`src/design/lfsc_pkg.sv`:
```
// Types, constants and helper functions of the formula syntax checker.
// Depends on nothing; used by the interfaces, the checker core and the top level.
package lfsc_pkg;

    localparam int SYMBOL_W  = 8;
    localparam int STATUS_W  = 4;
    localparam int MAX_DEPTH = 255;
    localparam int DEPTH_W   = $clog2(MAX_DEPTH + 1);

    localparam logic [DEPTH_W-1:0] DEPTH_LIMIT = DEPTH_W'(MAX_DEPTH);

    // ASCII codes of the symbols.
    localparam logic [SYMBOL_W-1:0] CHAR_OPEN  = 8'h28;
    localparam logic [SYMBOL_W-1:0] CHAR_CLOSE = 8'h29;
    localparam logic [SYMBOL_W-1:0] CHAR_STAR  = 8'h2A;
    localparam logic [SYMBOL_W-1:0] CHAR_PLUS  = 8'h2B;
    localparam logic [SYMBOL_W-1:0] CHAR_MINUS = 8'h2D;
    localparam logic [SYMBOL_W-1:0] CHAR_EQ    = 8'h3D;
    localparam logic [SYMBOL_W-1:0] CHAR_NOT   = 8'h21;
    localparam logic [SYMBOL_W-1:0] CHAR_A     = 8'h41;
    localparam logic [SYMBOL_W-1:0] CHAR_Z     = 8'h5A;

    typedef enum logic [3:0] {
        CL_NONE  = 4'd0,
        CL_OPEN  = 4'd1,
        CL_CLOSE = 4'd2,
        CL_PLUS  = 4'd3,
        CL_STAR  = 4'd4,
        CL_MINUS = 4'd5,
        CL_EQ    = 4'd6,
        CL_NOT   = 4'd7,
        CL_VAR   = 4'd8,
        CL_BAD   = 4'd9
    } class_t;

    typedef enum logic [STATUS_W-1:0] {
        ST_OK        = 4'd0,
        ST_START     = 4'd1,
        ST_AFTER_OPN = 4'd2,
        ST_AFTER_CLS = 4'd3,
        ST_AFTER_PLS = 4'd4,
        ST_AFTER_STR = 4'd5,
        ST_AFTER_MIN = 4'd6,
        ST_AFTER_EQ  = 4'd7,
        ST_AFTER_NOT = 4'd8,
        ST_AFTER_VAR = 4'd9,
        ST_INVALID   = 4'd10,
        ST_UNBAL     = 4'd11,
        ST_DEEP      = 4'd12
    } status_t;

    // State that the checker core reads and proposes to write.
    typedef struct packed {
        class_t             prev_class;
        logic [DEPTH_W-1:0] depth;
    } parse_state_t;

    typedef struct packed {
        status_t      status;
        parse_state_t state;
    } check_result_t;

    function automatic class_t classify(input logic [SYMBOL_W-1:0] c);
        class_t k;
        if (c >= CHAR_A && c <= CHAR_Z) begin
            k = CL_VAR;
        end else begin
            case (c)
                CHAR_OPEN:  k = CL_OPEN;
                CHAR_CLOSE: k = CL_CLOSE;
                CHAR_PLUS:  k = CL_PLUS;
                CHAR_STAR:  k = CL_STAR;
                CHAR_MINUS: k = CL_MINUS;
                CHAR_EQ:    k = CL_EQ;
                CHAR_NOT:   k = CL_NOT;
                default:    k = CL_BAD;
            endcase
        end
        return k;
    endfunction

    // Symbols that cannot open an operand: close and the binary operators.
    function automatic logic closer_or_binary(input class_t k);
        return k inside {CL_CLOSE, CL_PLUS, CL_STAR, CL_MINUS, CL_EQ};
    endfunction

    function automatic logic pair_forbidden(input class_t prev, input class_t k);
        logic bad;
        case (prev)
            CL_NONE:  bad = 1'b0;
            CL_CLOSE: bad = k inside {CL_OPEN, CL_VAR};
            CL_VAR:   bad = k inside {CL_NOT, CL_OPEN, CL_VAR};
            default:  bad = closer_or_binary(k);
        endcase
        return bad;
    endfunction

    // Error code naming the earlier symbol of a forbidden pair, or the last symbol of a formula.
    function automatic status_t follower_status(input class_t k);
        status_t s;
        case (k)
            CL_OPEN:  s = ST_AFTER_OPN;
            CL_CLOSE: s = ST_AFTER_CLS;
            CL_PLUS:  s = ST_AFTER_PLS;
            CL_STAR:  s = ST_AFTER_STR;
            CL_MINUS: s = ST_AFTER_MIN;
            CL_EQ:    s = ST_AFTER_EQ;
            CL_NOT:   s = ST_AFTER_NOT;
            CL_VAR:   s = ST_AFTER_VAR;
            default:  s = ST_OK;
        endcase
        return s;
    endfunction

endpackage

```
`src/design/lfsc_check.sv`:
```
// Combinational check of one symbol against the previous class and the depth.
// Depends on lfsc_pkg for the class table, the pair rules and the codes.
module lfsc_check (
    input  logic [lfsc_pkg::SYMBOL_W-1:0] symbol,
    input  logic                          last_symbol,
    input  lfsc_pkg::parse_state_t        state,
    output lfsc_pkg::check_result_t       result
);
    import lfsc_pkg::*;

    class_t             cls;
    logic [DEPTH_W-1:0] depth_upd;

    // The first failing rule wins; the state is only advanced once the symbol rules all pass.
    always_comb
    begin
        cls              = classify(symbol);
        depth_upd        = state.depth;
        result.status    = ST_OK;
        result.state     = state;
        if (cls == CL_BAD) begin
            result.status = ST_INVALID;
        end else if (state.prev_class == CL_NONE && closer_or_binary(cls)) begin
            result.status = ST_START;
        end else if (pair_forbidden(state.prev_class, cls)) begin
            result.status = follower_status(state.prev_class);
        end else if (cls == CL_OPEN && state.depth >= DEPTH_LIMIT) begin
            result.status = ST_DEEP;
        end else if (cls == CL_CLOSE && state.depth == '0) begin
            result.status = ST_UNBAL;
        end else begin
            if (cls == CL_OPEN) begin
                depth_upd = state.depth + DEPTH_W'(1);
            end else if (cls == CL_CLOSE) begin
                depth_upd = state.depth - DEPTH_W'(1);
            end
            result.state.prev_class = cls;
            result.state.depth      = depth_upd;
            // End of formula: it must close on an operand with nothing left open.
            if (last_symbol) begin
                if (cls inside {CL_CLOSE, CL_VAR}) begin
                    if (depth_upd != '0) begin
                        result.status = ST_UNBAL;
                    end
                end else begin
                    result.status = follower_status(cls);
                end
            end
        end
    end

endmodule

```
`config.mk`:
```
export PLATFORM = sky130hd
export DESIGN_NAME = lfsc_check
export DESIGN_NICKNAME = d
export VERILOG_FILES = /design/src/design/lfsc_pkg.sv /design/src/design/lfsc_check.sv
export SDC_FILE = /design/constraint.sdc
export NUM_CORES = 1
export LEC_CHECK = 0
export ABC_AREA = 1
export BUFFER_PORTS_ARGS = -buffer_cell sky130_fd_sc_hd__buf_2
export CAP_MARGIN = 20
export CORE_MARGIN = 3
export CORE_UTILIZATION = 55
export DETAILED_ROUTE_END_ITERATION = 8
export PLACE_DENSITY_LB_ADDON = 0.3
export RECOVER_POWER = 100
export SLEW_MARGIN = 10
export SYNTH_ARGS = -nofsm -noshare
export SYNTH_HDL_FRONTEND = slang
export SYNTH_SLANG_ARGS = --single-unit
export TNS_END_PERCENT = 30
```
`constraint.sdc`:
```
create_clock -name vclk -period 3
set_input_delay 0 -clock vclk [all_inputs]
set_output_delay 0 -clock vclk [all_outputs]
set_load 0.01 [all_outputs]
```
**Word-level counts from Yosys, hierarchy flattened**

Memories as Yosys holds them, arrays and structs flattened.
Cells that the tools add are included.

- Logic and storage cells: 61
- Register bits after elaboration: 0
- Output and inout port bits: 16
- Memories kept: 2
- Bits in read-only memories: 128
- Bits of input ports: 21

Memories:

| name | words | width | read ports | clocked after Yosys merged registers in | write ports | line | RTL |
|---|---|---|---|---|---|---|---|
| (name not given) | 16 | 4 | 1 | 0 | 0 | lfsc_pkg.sv:101 | `case (k)` |
| (name not given) | 16 | 4 | 1 | 0 | 0 | lfsc_pkg.sv:101 |  |

- Order comparisons: 3
- Equal/unequal tests: 18
- Muxes and demuxes: 25
- Reduce and logical (&&, ||, !) cells: 11
- Add/subtract/negate cells: 2

Operators by type and width:

| operator | number |
|---|---|
| 2-to-1 mux 12 bit | 5 |
| equality test 8 x 6 -> 1 bit, second input constant | 7 |
| 2-to-1 mux 8 bit | 7 |
| 2-to-1 mux 4 bit | 9 |
| one-hot mux 4 bit (7 select lines) | 1 |
| equality test 4 x 3 -> 1 bit, second input constant | 4 |
| equality test 4 x 2 -> 1 bit, second input constant | 3 |
| equality test 4 bit, second input constant | 3 |
| adder 8 x 1 -> 8 bit, second input constant | 1 |
| >= comparator 8 x 7 -> 1 bit, second input constant | 1 |
| >= comparator 8 bit, second input constant | 1 |
| <= comparator 8 x 7 -> 1 bit, second input constant | 1 |
| zero test 8 bit | 1 |
| nonzero test 8 bit | 1 |
| subtractor 8 x 1 -> 8 bit, second input constant | 1 |
| nonzero test 5 bit | 1 |
| equality test 4 x 1 -> 1 bit, second input constant | 1 |
| logical AND 1 bit | 4 |
| zero test 4 bit | 1 |
| nonzero test 2 bit | 2 |
| one-hot mux 1 bit (3 select lines) | 1 |
| nonzero test 3 bit | 1 |
| 2-to-1 mux 1 bit | 2 |

**Depth between registers and ports, before layout**

Gate-level depths: netlist of the first run.

- Word-level depth: 20
- Gate-level depth with buffers: 29
- Gate-level depth less buffers: 28

**Worst setup path after synthesis of the first run**

No wires, ideal clock.

- Kind: in2out
- From: input port symbol[6] (netlist name)
- To: output port result[13] (netlist name)
- Path slack: 0.498 ns
- Required time: 3.000 ns
- Arrival time: 2.502 ns
- Cell stages on the path: 24
- Buffers on the path: 1
- Cell sequence: inv_1 -> nand2_1 -> nor2_4 -> nand2_1 -> nand2_2 -> nor2_4 -> nand2_2 -> inv_1 -> nor3_1 -> a21oi_1 -> ha_1 -> buf_2 -> nand4_1 -> or2_2 -> o21ai_0 -> nand3_1 -> nand2_1 -> nand3_1 -> o21bai_1 -> nand2_1 -> nand2_1 -> nand2_1 -> nand2_1 -> nand2_1

RTL lines:

| item | line | RTL |
|---|---|---|
| start: declaration | lfsc_check.sv:4 | `input logic [lfsc_pkg::SYMBOL_W-1:0] symbol,` |
| end: declaration | lfsc_check.sv:7 | `output lfsc_pkg::check_result_t result` |

==> metrics.md, run 1 <==
| Metric | Value |
|---|---|
| Outcome | `completed` |
| Synthesized area per cell | `5.09 um2` |
| Global-route wire length before repair | `5400 um` |
| Row count | `17` |
| Core Util, Final | `0.732` |
| Pre-CTS setup slack | `0.0354 ns` |
| Power Internal | `82.1 uW` |
| Setup crit end kind | `primary output` |
| Reg power frac | `0` |
| DP Cell Count | `324` |
| N_diodes | `0` |
| Commonest non-fill, non-tap cell in the layout | `nand2_1` |
| Final setup vio count | `0` |
| Routed WL | `3500 um` |
| HP Class | `input pin to primary output` |
| Chip width | `54.9 um` |
| Relative slew slack | `0.674` |
| Antenna-violating nets left | `0` |
| Fin crit share | `0.940` |
| Iteration-0 DRC Markers | `72` |
| Min Tclk post-route | `2.82 ns` |
| Setup CP Type | `input pin to primary output` |
| Sequential share of the synthesized area | `0` |
| Hpwl dp | `2810 um` |
| Ports | `37` |
| Final non-filler cell total | `328` |
| Antenna violations before repair | `0` |
| Vias per cell | `5.16` |
| Most frequent cells in the layout | `76 x nand2_1, 40 x inv_1, 37 x buf_2` |
| Largest net degree at the start of global routing | `15` |
| Height of the die | `54.9 um` |
| Design area | `1640 um2` |
| Synth warn | `0` |
| Mapped Cells | `258` |
| Synth top area cells | `nand2_1 22%, inv_1 12%, ha_1 11%, nand3_1 8.8%, nor2_1 8.0%` |
| GP Congestion | `0.894` |
| Vias in the first global route | `1421` |
| Die area | `3010 um2` |
| Cell Pwr Density | `133 nW/um2` |
| Synth area leader | `nand2_1` |
| Post-route setup slack | `0.181 ns` |
| Synth Cell Area | `1310 um2` |
| Gr usage total | `0.230` |
| Sw Ratio | `0.621` |
| Grt ovf | `0` |
| Port bufs | `37` |
| Clock share of power | `0` |
| Vias | `1692` |
| Cell variety after synth | `28` |
| Leakage | `0.000916 uW` |
| Nets | `335` |
| Final hold viol count | `0` |
| RSZ-0062 raised after global routing | `true` |
| Clock buf count | `0` |
| Post-synth top area share | `0.220` |
| Logic pwr share | `1.000` |
| Fin. max-slew vios | `0` |
| Max-cap viol count | `0` |
| Routed WL per cell | `10.7 um` |
| Register area | `0 um2` |
| Max Fclk | `355 MHz` |
| Initial Util | `0.588` |
| Residual DRC | `0` |
| Area Overhead vs Synth | `24.5%` |
| Worst-margin pin slew | `0.488 ns` |
| Total core area | `2230 um2` |
| Crit path arrival time | `2.82 ns` |
| Router iterations before antenna repair | `4` |
| Max Fanout on Critical Path | `8` |
| Share of layout cells above drive strength 1 | `0.277` |
| Maximum vdd drop | `0.0888 mV` |
| FF+latch count | `0` |
| Final hold slack | `0.364 ns` |
| Total net switching power | `135 uW` |
| CP Launch Type | `input pin` |
| Post-DP Area | `1540 um2` |
| Worst Path Required | `3.00 ns` |
| Synth Net Count | `291` |
[routing by layer]
metal,GRT usage,vias to the layer above,routed length [um]
met5,0,-,0
met4,0.0539,0,36
met3,0.00817,4,164
met2,0.413,56,1710
met1,0.296,719,1590
li1,-,913,-
[path summary, 6_finish.rpt]
path,from,endpoint,depth (start not counted)
worst max-delay path,symbol[6],result[0],23
worst min-delay path,state[4],result[4],4
[cells in the mapped netlist (2+ instances only)]
master	count
nand4_1	5
a21oi_1	7
nor2_4	3
inv_2	2
nand2_1	77
inv_1	41
nor2_1	28
o21ai_2	4
nand2_2	12
o211ai_1	4
o21ai_0	16
ha_1	12
nor3_1	9
nand3_1	23
nand2_4	2
[repair_timing]
item                       in CTS  in global routing
buffers inserted                0                  3
hold buffers                    0                  0
setup endpoints to repair       0                 16
gates resized for setup         0                 17
[power by group through the flow]
stage,registers (uW),logic [uW],clock network [uW]
finish,0,217,0
global route,0,245,0
CTS,0,201,0
detailed placement,0,200,0
global placement,0,199,0
floorplan,0,130,0
[kinds of logic (layout without fill, tap and decap cells)]
family,after synthesis,after routing,synth area share
AO/OA/AOI/OAI,36,36,0.168
AND/OR/NAND/NOR,163,164,0.578
adder cells (fa/ha/maj),12,12,0.114
buffers and inverters,47,88,0.140
[worst max-delay path: stages]
cell     delay [ns]
buf_2          0.09
inv_1          0.07
nand2_1        0.11
nor2_4         0.19
buf_4          0.15
nand2_1        0.06
nor3_2         0.14
nor3_1         0.09
a21oi_2        0.27
inv_2          0.10
ha_4           0.20
inv_1          0.05
nor2_1         0.04
nor2_1         0.09
o21ai_1        0.10
nand3_1        0.13
nand2_4        0.10
nor2_4         0.16
nand2_4        0.11
nor2_8         0.18
inv_4          0.09
o21ai_2        0.13
buf_2          0.14
[cell type report]
class                      instances  area (um2)
multi-input combinational        212        1200
fill                             214         598
timing repair buffer              43         230
inverter                          45         171
tap                               28        35.0
[through the flow]
stage | setup TNS, ns | total power, uW
after floorplan | 0 | 130
after global placement | 0 | 199
after detailed placement | 0 | 200
after CTS | 0 | 201
after global routing | -0.226 | 245
final | 0 | 217
No activity file was read; power rests on OpenSTA's default activity.
==> inputs of run 2 (changes only) <==
BUFFER_PORTS_ARGS = -buffer_cell sky130_fd_sc_hd__buf_4   (was -buffer_cell sky130_fd_sc_hd__buf_2)
==> run 2 against run 1 <==
Against the previous run:
- critical path depth up 4
- fmax is 1.6% higher
- die area unchanged
- final cell count fell by 0.61%
- wire length is 8.9% higher
- sequential share of layout area unchanged
- clock-buffer cell count stayed put
- worst setup slack improved by 0.045 ns
- critical path type unchanged
- highest routed layer unchanged
- global-route usage rose by 0.34 points
==> metrics.md, run 2 (synthesized netlist as in run 1, its figures left out) <==
| Metric | Value |
|---|---|
| Outcome | `completed` |
| Top Metal Used | `met4` |
| Maximum vdd drop | `0.0966 mV (+8.8%)` |
| Setup crit end kind | `primary output` |
| Max-cap viol count | `0 (unchanged)` |
| Residual DRC | `0 (unchanged)` |
| Max Fclk | `360 MHz (+1.6%)` |
| Register area | `0 um2 (unchanged)` |
| M1 WL | `1560 um (-2.1%)` |
| Worst Hold Endpoint | `result[4]` |
| GP Congestion | `0.874 (-2.2%)` |
| Vias in the first global route | `1390 (-2.2%)` |
| Min-delay src | `state[4]` |
| Gr usage total | `0.233 (+0.00336)` |
| Global-route wire length before repair | `5490 um (+1.5%)` |
| Port bufs | `37 (unchanged)` |
| N_diodes | `0 (unchanged)` |
| Total core area | `2230 um2 (unchanged)` |
| Largest net degree at the start of global routing | `15 (unchanged)` |
| Met3 wire len | `249 um (+52%)` |
| Pwr Total | `244 uW (+13%)` |
| Area Overhead vs Synth | `33.8%` |
| Min Tclk post-route | `2.77 ns (-0.0450 ns)` |
| Ports | `37 (unchanged)` |
| DR WL met2 | `1960 um (+14%)` |
| Worst Path Required | `3.00 ns (about the same)` |
| Antenna violations before repair | `0 (unchanged)` |
| Commonest non-fill, non-tap cell in the layout | `nand2_1` |
| Leakage | `0.000945 uW (+3.1%)` |
| Final non-filler cell total | `326 (-0.61%)` |
| DP Cell Count | `324 (unchanged)` |
| Max Fanout on Critical Path | `5 (-3)` |
| FF+latch count | `0 (unchanged)` |
| Hpwl dp | `2900 um (+3.4%)` |
| Antenna-violating nets left | `0 (unchanged)` |
| Final hold viol count | `0 (unchanged)` |
| Iteration-0 DRC Markers | `54 (-25%)` |
| Fin crit share | `0.925 (-0.0150)` |
| Clock buf count | `0 (unchanged)` |
| Crit path arrival time | `2.77 ns (-0.05 ns)` |
| Routed WL | `3820 um (+8.9%)` |
| HP Class | `input pin to primary output` |
| Initial Util | `0.588 (unchanged)` |
| Final setup vio count | `0 (unchanged)` |
| CP Launch Type | `input pin` |
| Chip width | `54.9 um (unchanged)` |
| Router iterations before antenna repair | `4 (unchanged)` |
| Worst hold path depth | `4 (unchanged)` |
| Cell Pwr Density | `139 nW/um2 (+4.9%)` |
| Nets | `333 (-0.60%)` |
| Setup CP Type | `input pin to primary output` |
| Vias | `1773 (+4.8%)` |
| Row count | `17 (unchanged)` |
| Most frequent cells in the layout | `74 x nand2_1, 41 x buf_4, 40 x inv_1` |
| Routed WL per cell | `11.7 um (+9.6%)` |
| Height of the die | `54.9 um (unchanged)` |
| Worst-margin pin slew | `0.445 ns (-0.0435 ns)` |
| Grt ovf | `0 (unchanged)` |
| Fin. max-slew vios | `0 (unchanged)` |
| Die area | `3010 um2 (unchanged)` |
| Vias per cell | `5.44 (+5.4%)` |
| Relative slew slack | `0.703 (+0.0290)` |
| Share of layout cells above drive strength 1 | `0.295 (+0.0186)` |
==> run 2: metrics by stage <==
step | worst slack (ns) | hold slack [ns] | TNS (ns) | utilization | cell area (um2)
after floorplan | 0.498 | 0.101 | 0 | - | 1310
after detailed placement | -0.0228 | 0.327 | -0.0440 | 0.733 | 1640
final | 0.226 | 0.327 | 0 | 0.787 | 1760
after CTS | 0.0417 | 0.328 | 0 | 0.736 | 1640
after global routing | -0.0400 | 0.351 | -0.0600 | 0.787 | 1760
after global placement | -0.0195 | 0.328 | -0.0195 | 0.733 | 1640
==> run 2: worst max-delay path by stage <==
stage	end	startpoint	depth (start not counted)
floorplan	result[13]	symbol[6]	24
global placement	result[13]	symbol[6]	26
detailed placement	result[12]	symbol[6]	25
CTS	result[12]	symbol[6]	26
global route	result[13]	symbol[6]	27
finish	result[13]	symbol[6]	27
==> run 2: metal layers <==
| layer | GRT usage | vias up |
|---|---|---|
| li1 | - | 909 |
| met2 | 0.421 | 68 |
| met4 | 0.0373 | 0 |
| met3 | 0.0136 | 8 |
| met5 | 0 | - |
| met1 | 0.303 | 788 |
==> run 2: power breakdown <==
part	leakage [uW]	internal, uW	switching [uW]
logic	0.000945	103	141
clock network	0	0	0
registers	0	0	0
total	0.000945	103	141
==> run 2: what timing repair did <==
item / in CTS / in global routing
pin swaps: 1 / 12
hold buffers: 0 / 0
setup buffers: 1 / 1
setup endpoints to repair: 2 / 16
resized for setup: 2 / 28
cloned: 0 / 0
==> run 2: cell type report <==
cell class	instances	area (um2)
fill	190	475
inverter	45	174
tap	28	35.0
timing repair buffer	42	319
multi-input combinational	211	1230
==> run 2: worst max-delay path, stage by stage <==
cell and delay, ns:
buf_4 0.11, inv_1 0.07, nand2_2 0.08, nor2_4 0.15, buf_6 0.14, o211ai_2 0.11
nand2_2 0.11, inv_2 0.06, nor3_4 0.20, a21oi_4 0.07, ha_4 0.19, buf_4 0.15
nor2_4 0.10, nand4_1 0.15, o21ai_2 0.11, nand2_1 0.06, nand2_1 0.06, nand2_1 0.07
nor2_2 0.13, nand3_2 0.09, o21bai_1 0.16, nand2_1 0.06, nand2_1 0.06, nand2_1 0.05
nand2_1 0.05, nand2_1 0.04, buf_4 0.14
==> inputs of run 3 (changes only) <==
clock period = 3.2 ns   (was 3 ns; I/O delays follow)
==> run 3 against run 2 <==
Against the previous run:
- hold slack got worse by 0.00051 ns
- flip-flop and latch count stayed put
- first-iteration DRC count grew 17%
- critical endpoint unchanged
==> metrics.md, run 3 (synthesized netlist as in run 1, its figures left out) <==
| Metric | Value |
|---|---|
| Outcome | `completed` |
| Area Overhead vs Synth | `26.6%` |
| Routed WL per cell | `11.1 um (-4.8%)` |
| Commonest non-fill, non-tap cell in the layout | `nand2_1` |
| Vias in the first global route | `1455 (+4.7%)` |
| Largest net degree at the start of global routing | `15 (unchanged)` |
| GRT met3 Usage | `0.00272 (-0.0109)` |
| Crit path largest cell delay | `0.22 ns (+0.02 ns)` |
| HP Class | `input pin to primary output` |
| GP Congestion | `0.881 (+0.77%)` |
| Register area | `0 um2 (unchanged)` |
| Final hold viol count | `0 (unchanged)` |
| Router iterations before antenna repair | `4 (unchanged)` |
| Chip width | `54.9 um (unchanged)` |
| Vias per cell | `5.38 (-1.1%)` |
| Max-cap viol count | `0 (unchanged)` |
| Leakage | `0.000927 uW (-1.9%)` |
| Residual DRC | `0 (unchanged)` |
| Total core area | `2230 um2 (unchanged)` |
| Antenna violations before repair | `0 (unchanged)` |
| Crit path to | `result[13]` |
| N_diodes | `0 (unchanged)` |
| Min Tclk post-route | `2.91 ns` |
| Crit-path slowest cell | `nor2_4` |
| Max Fclk | `343 MHz` |
| Fin crit share | `0.910` |
| Antenna-violating nets left | `0 (unchanged)` |
| Cell Pwr Density | `130 nW/um2 (-6.2%)` |
| Crit path arrival time | `2.91 ns (+0.14 ns)` |
| Maximum vdd drop | `0.0887 mV (-8.1%)` |
| CP Launch Type | `input pin` |
| Routed WL | `3600 um (-5.7%)` |
| GR Util met2 | `0.449 (+0.0276)` |
| Fin. max-slew vios | `0 (unchanged)` |
| Most frequent cells in the layout | `77 x nand2_1, 41 x inv_1, 39 x buf_4` |
| Pre-CTS setup slack | `0.124 ns (+0.147 ns)` |
| FF+latch count | `0 (unchanged)` |
| Share of layout cells above drive strength 1 | `0.241 (-0.0546)` |
| Port bufs | `37 (unchanged)` |
| Worst hold path depth | `4 (unchanged)` |
| Hpwl dp | `2970 um (+2.4%)` |
| DP Cell Count | `321 (-0.93%)` |
| Die area | `3010 um2 (unchanged)` |
| Height of the die | `54.9 um (unchanged)` |
| Busiest grt layer | `met2` |
| Ports | `37 (unchanged)` |
| Setup crit end kind | `primary output` |
| Global-route wire length before repair | `5660 um (+3.3%)` |
| CTS Hold Bufs | `0 (unchanged)` |
| Met1 Use GR | `0.317 (+0.0144)` |
| Min-delay src | `state[4]` |
| Post-DP Area | `1610 um2 (-1.4%)` |
| Worst-margin pin slew | `0.471 ns (+0.0264 ns)` |
| Setup CP Type | `input pin to primary output` |
| Grt ovf | `0 (unchanged)` |
| Crit path launch | `symbol[6]` |
| Final non-filler cell total | `323 (-0.92%)` |
| Worst Path Required | `3.20 ns (+0.20 ns)` |
| Clock buf count | `0 (unchanged)` |
| Relative slew slack | `0.686 (-0.0176)` |
| Iteration-0 DRC Markers | `63 (+17%)` |
| Final setup vio count | `0 (unchanged)` |
| Cell mode on critical path | `nand2_1` |
| Final hold slack | `0.327 ns (-0.000509 ns)` |
| Initial Util | `0.588 (unchanged)` |
| Design area | `1660 um2 (-5.4%)` |
| Row count | `17 (unchanged)` |
| Nets | `330 (-0.90%)` |
| Post-route setup slack | `0.288 ns (+0.0620 ns)` |
| Max Fanout on Critical Path | `7 (+2)` |
| Vias | `1737 (-2.0%)` |
| Gr usage total | `0.243 (+0.0101)` |
## run 3: cell count changes in the layout (fill, tap and decap cells not counted), moves of 2 or more
cell | before | now
nand3_1 | 21 | 23
nand2_1 | 74 | 77
o21ai_2 | 6 | 4
o21ai_0 | 12 | 15
nor2_4 | 5 | 3
buf_4 | 41 | 39
nand2_2 | 15 | 12
nor2_1 | 23 | 28
nor2_2 | 3 | 0
nand3_2 | 3 | 1
## run 3: power breakdown
part	switching (uW)	total [uW]	leakage, uW	internal, uW
clock	0	0	0	0
combinational	125	217	0.000927	91.7
sequential	0	0	0	0
total	125	217	0.000927	91.7
## run 3: per-layer routing
layer,routed length [um],vias up,share of wire
li1,-,907,-
met1,1550,759,0.43
met2,1780,69,0.49
met3,248,2,0.069
met4,16,0,0.0044
met5,0,-,0
## run 3: what timing repair did
item,CTS,global route
setup endpoints to repair,0,13
hold endpoints to repair,0,0
gates resized for setup,0,7
buffers inserted,0,2
## run 3: area by class of cell
class / count / area (um2)
Multi-Input combinational cell: 211 / 1160
Fill cell: 209 / 571
Timing Repair Buffer: 39 / 293
Inverter: 45 / 171
Tap cell: 28 / 35.0
## run 3: worst min-delay path by stage
stage,endpoint,slack [ns]
after CTS,result[4],0.33
final,result[4],0.33
after floorplan,result[0],0.10
after global routing,result[4],0.34
after detailed placement,result[4],0.33
after global placement,result[1],0.33
## run 3: critical path, delay by kind of cell
| kind | cells | cell delay [ns] |
|---|---|---|
| buf+inv | 6 | 0.57 |
| fa+ha+maj | 1 | 0.19 |
| simple gates | 20 | 1.88 |
| compound gates | 2 | 0.26 |
## run 3: metrics by stage
step           total power (uW)  TNS, ns  utilization
2_1_floorplan               122        0            -
3_3_place_gp                206        0        0.723
3_5_place_dp                209        0        0.723
6_report                    217        0        0.745
4_1_cts                     209        0        0.723
5_1_grt                     243   -0.266        0.745
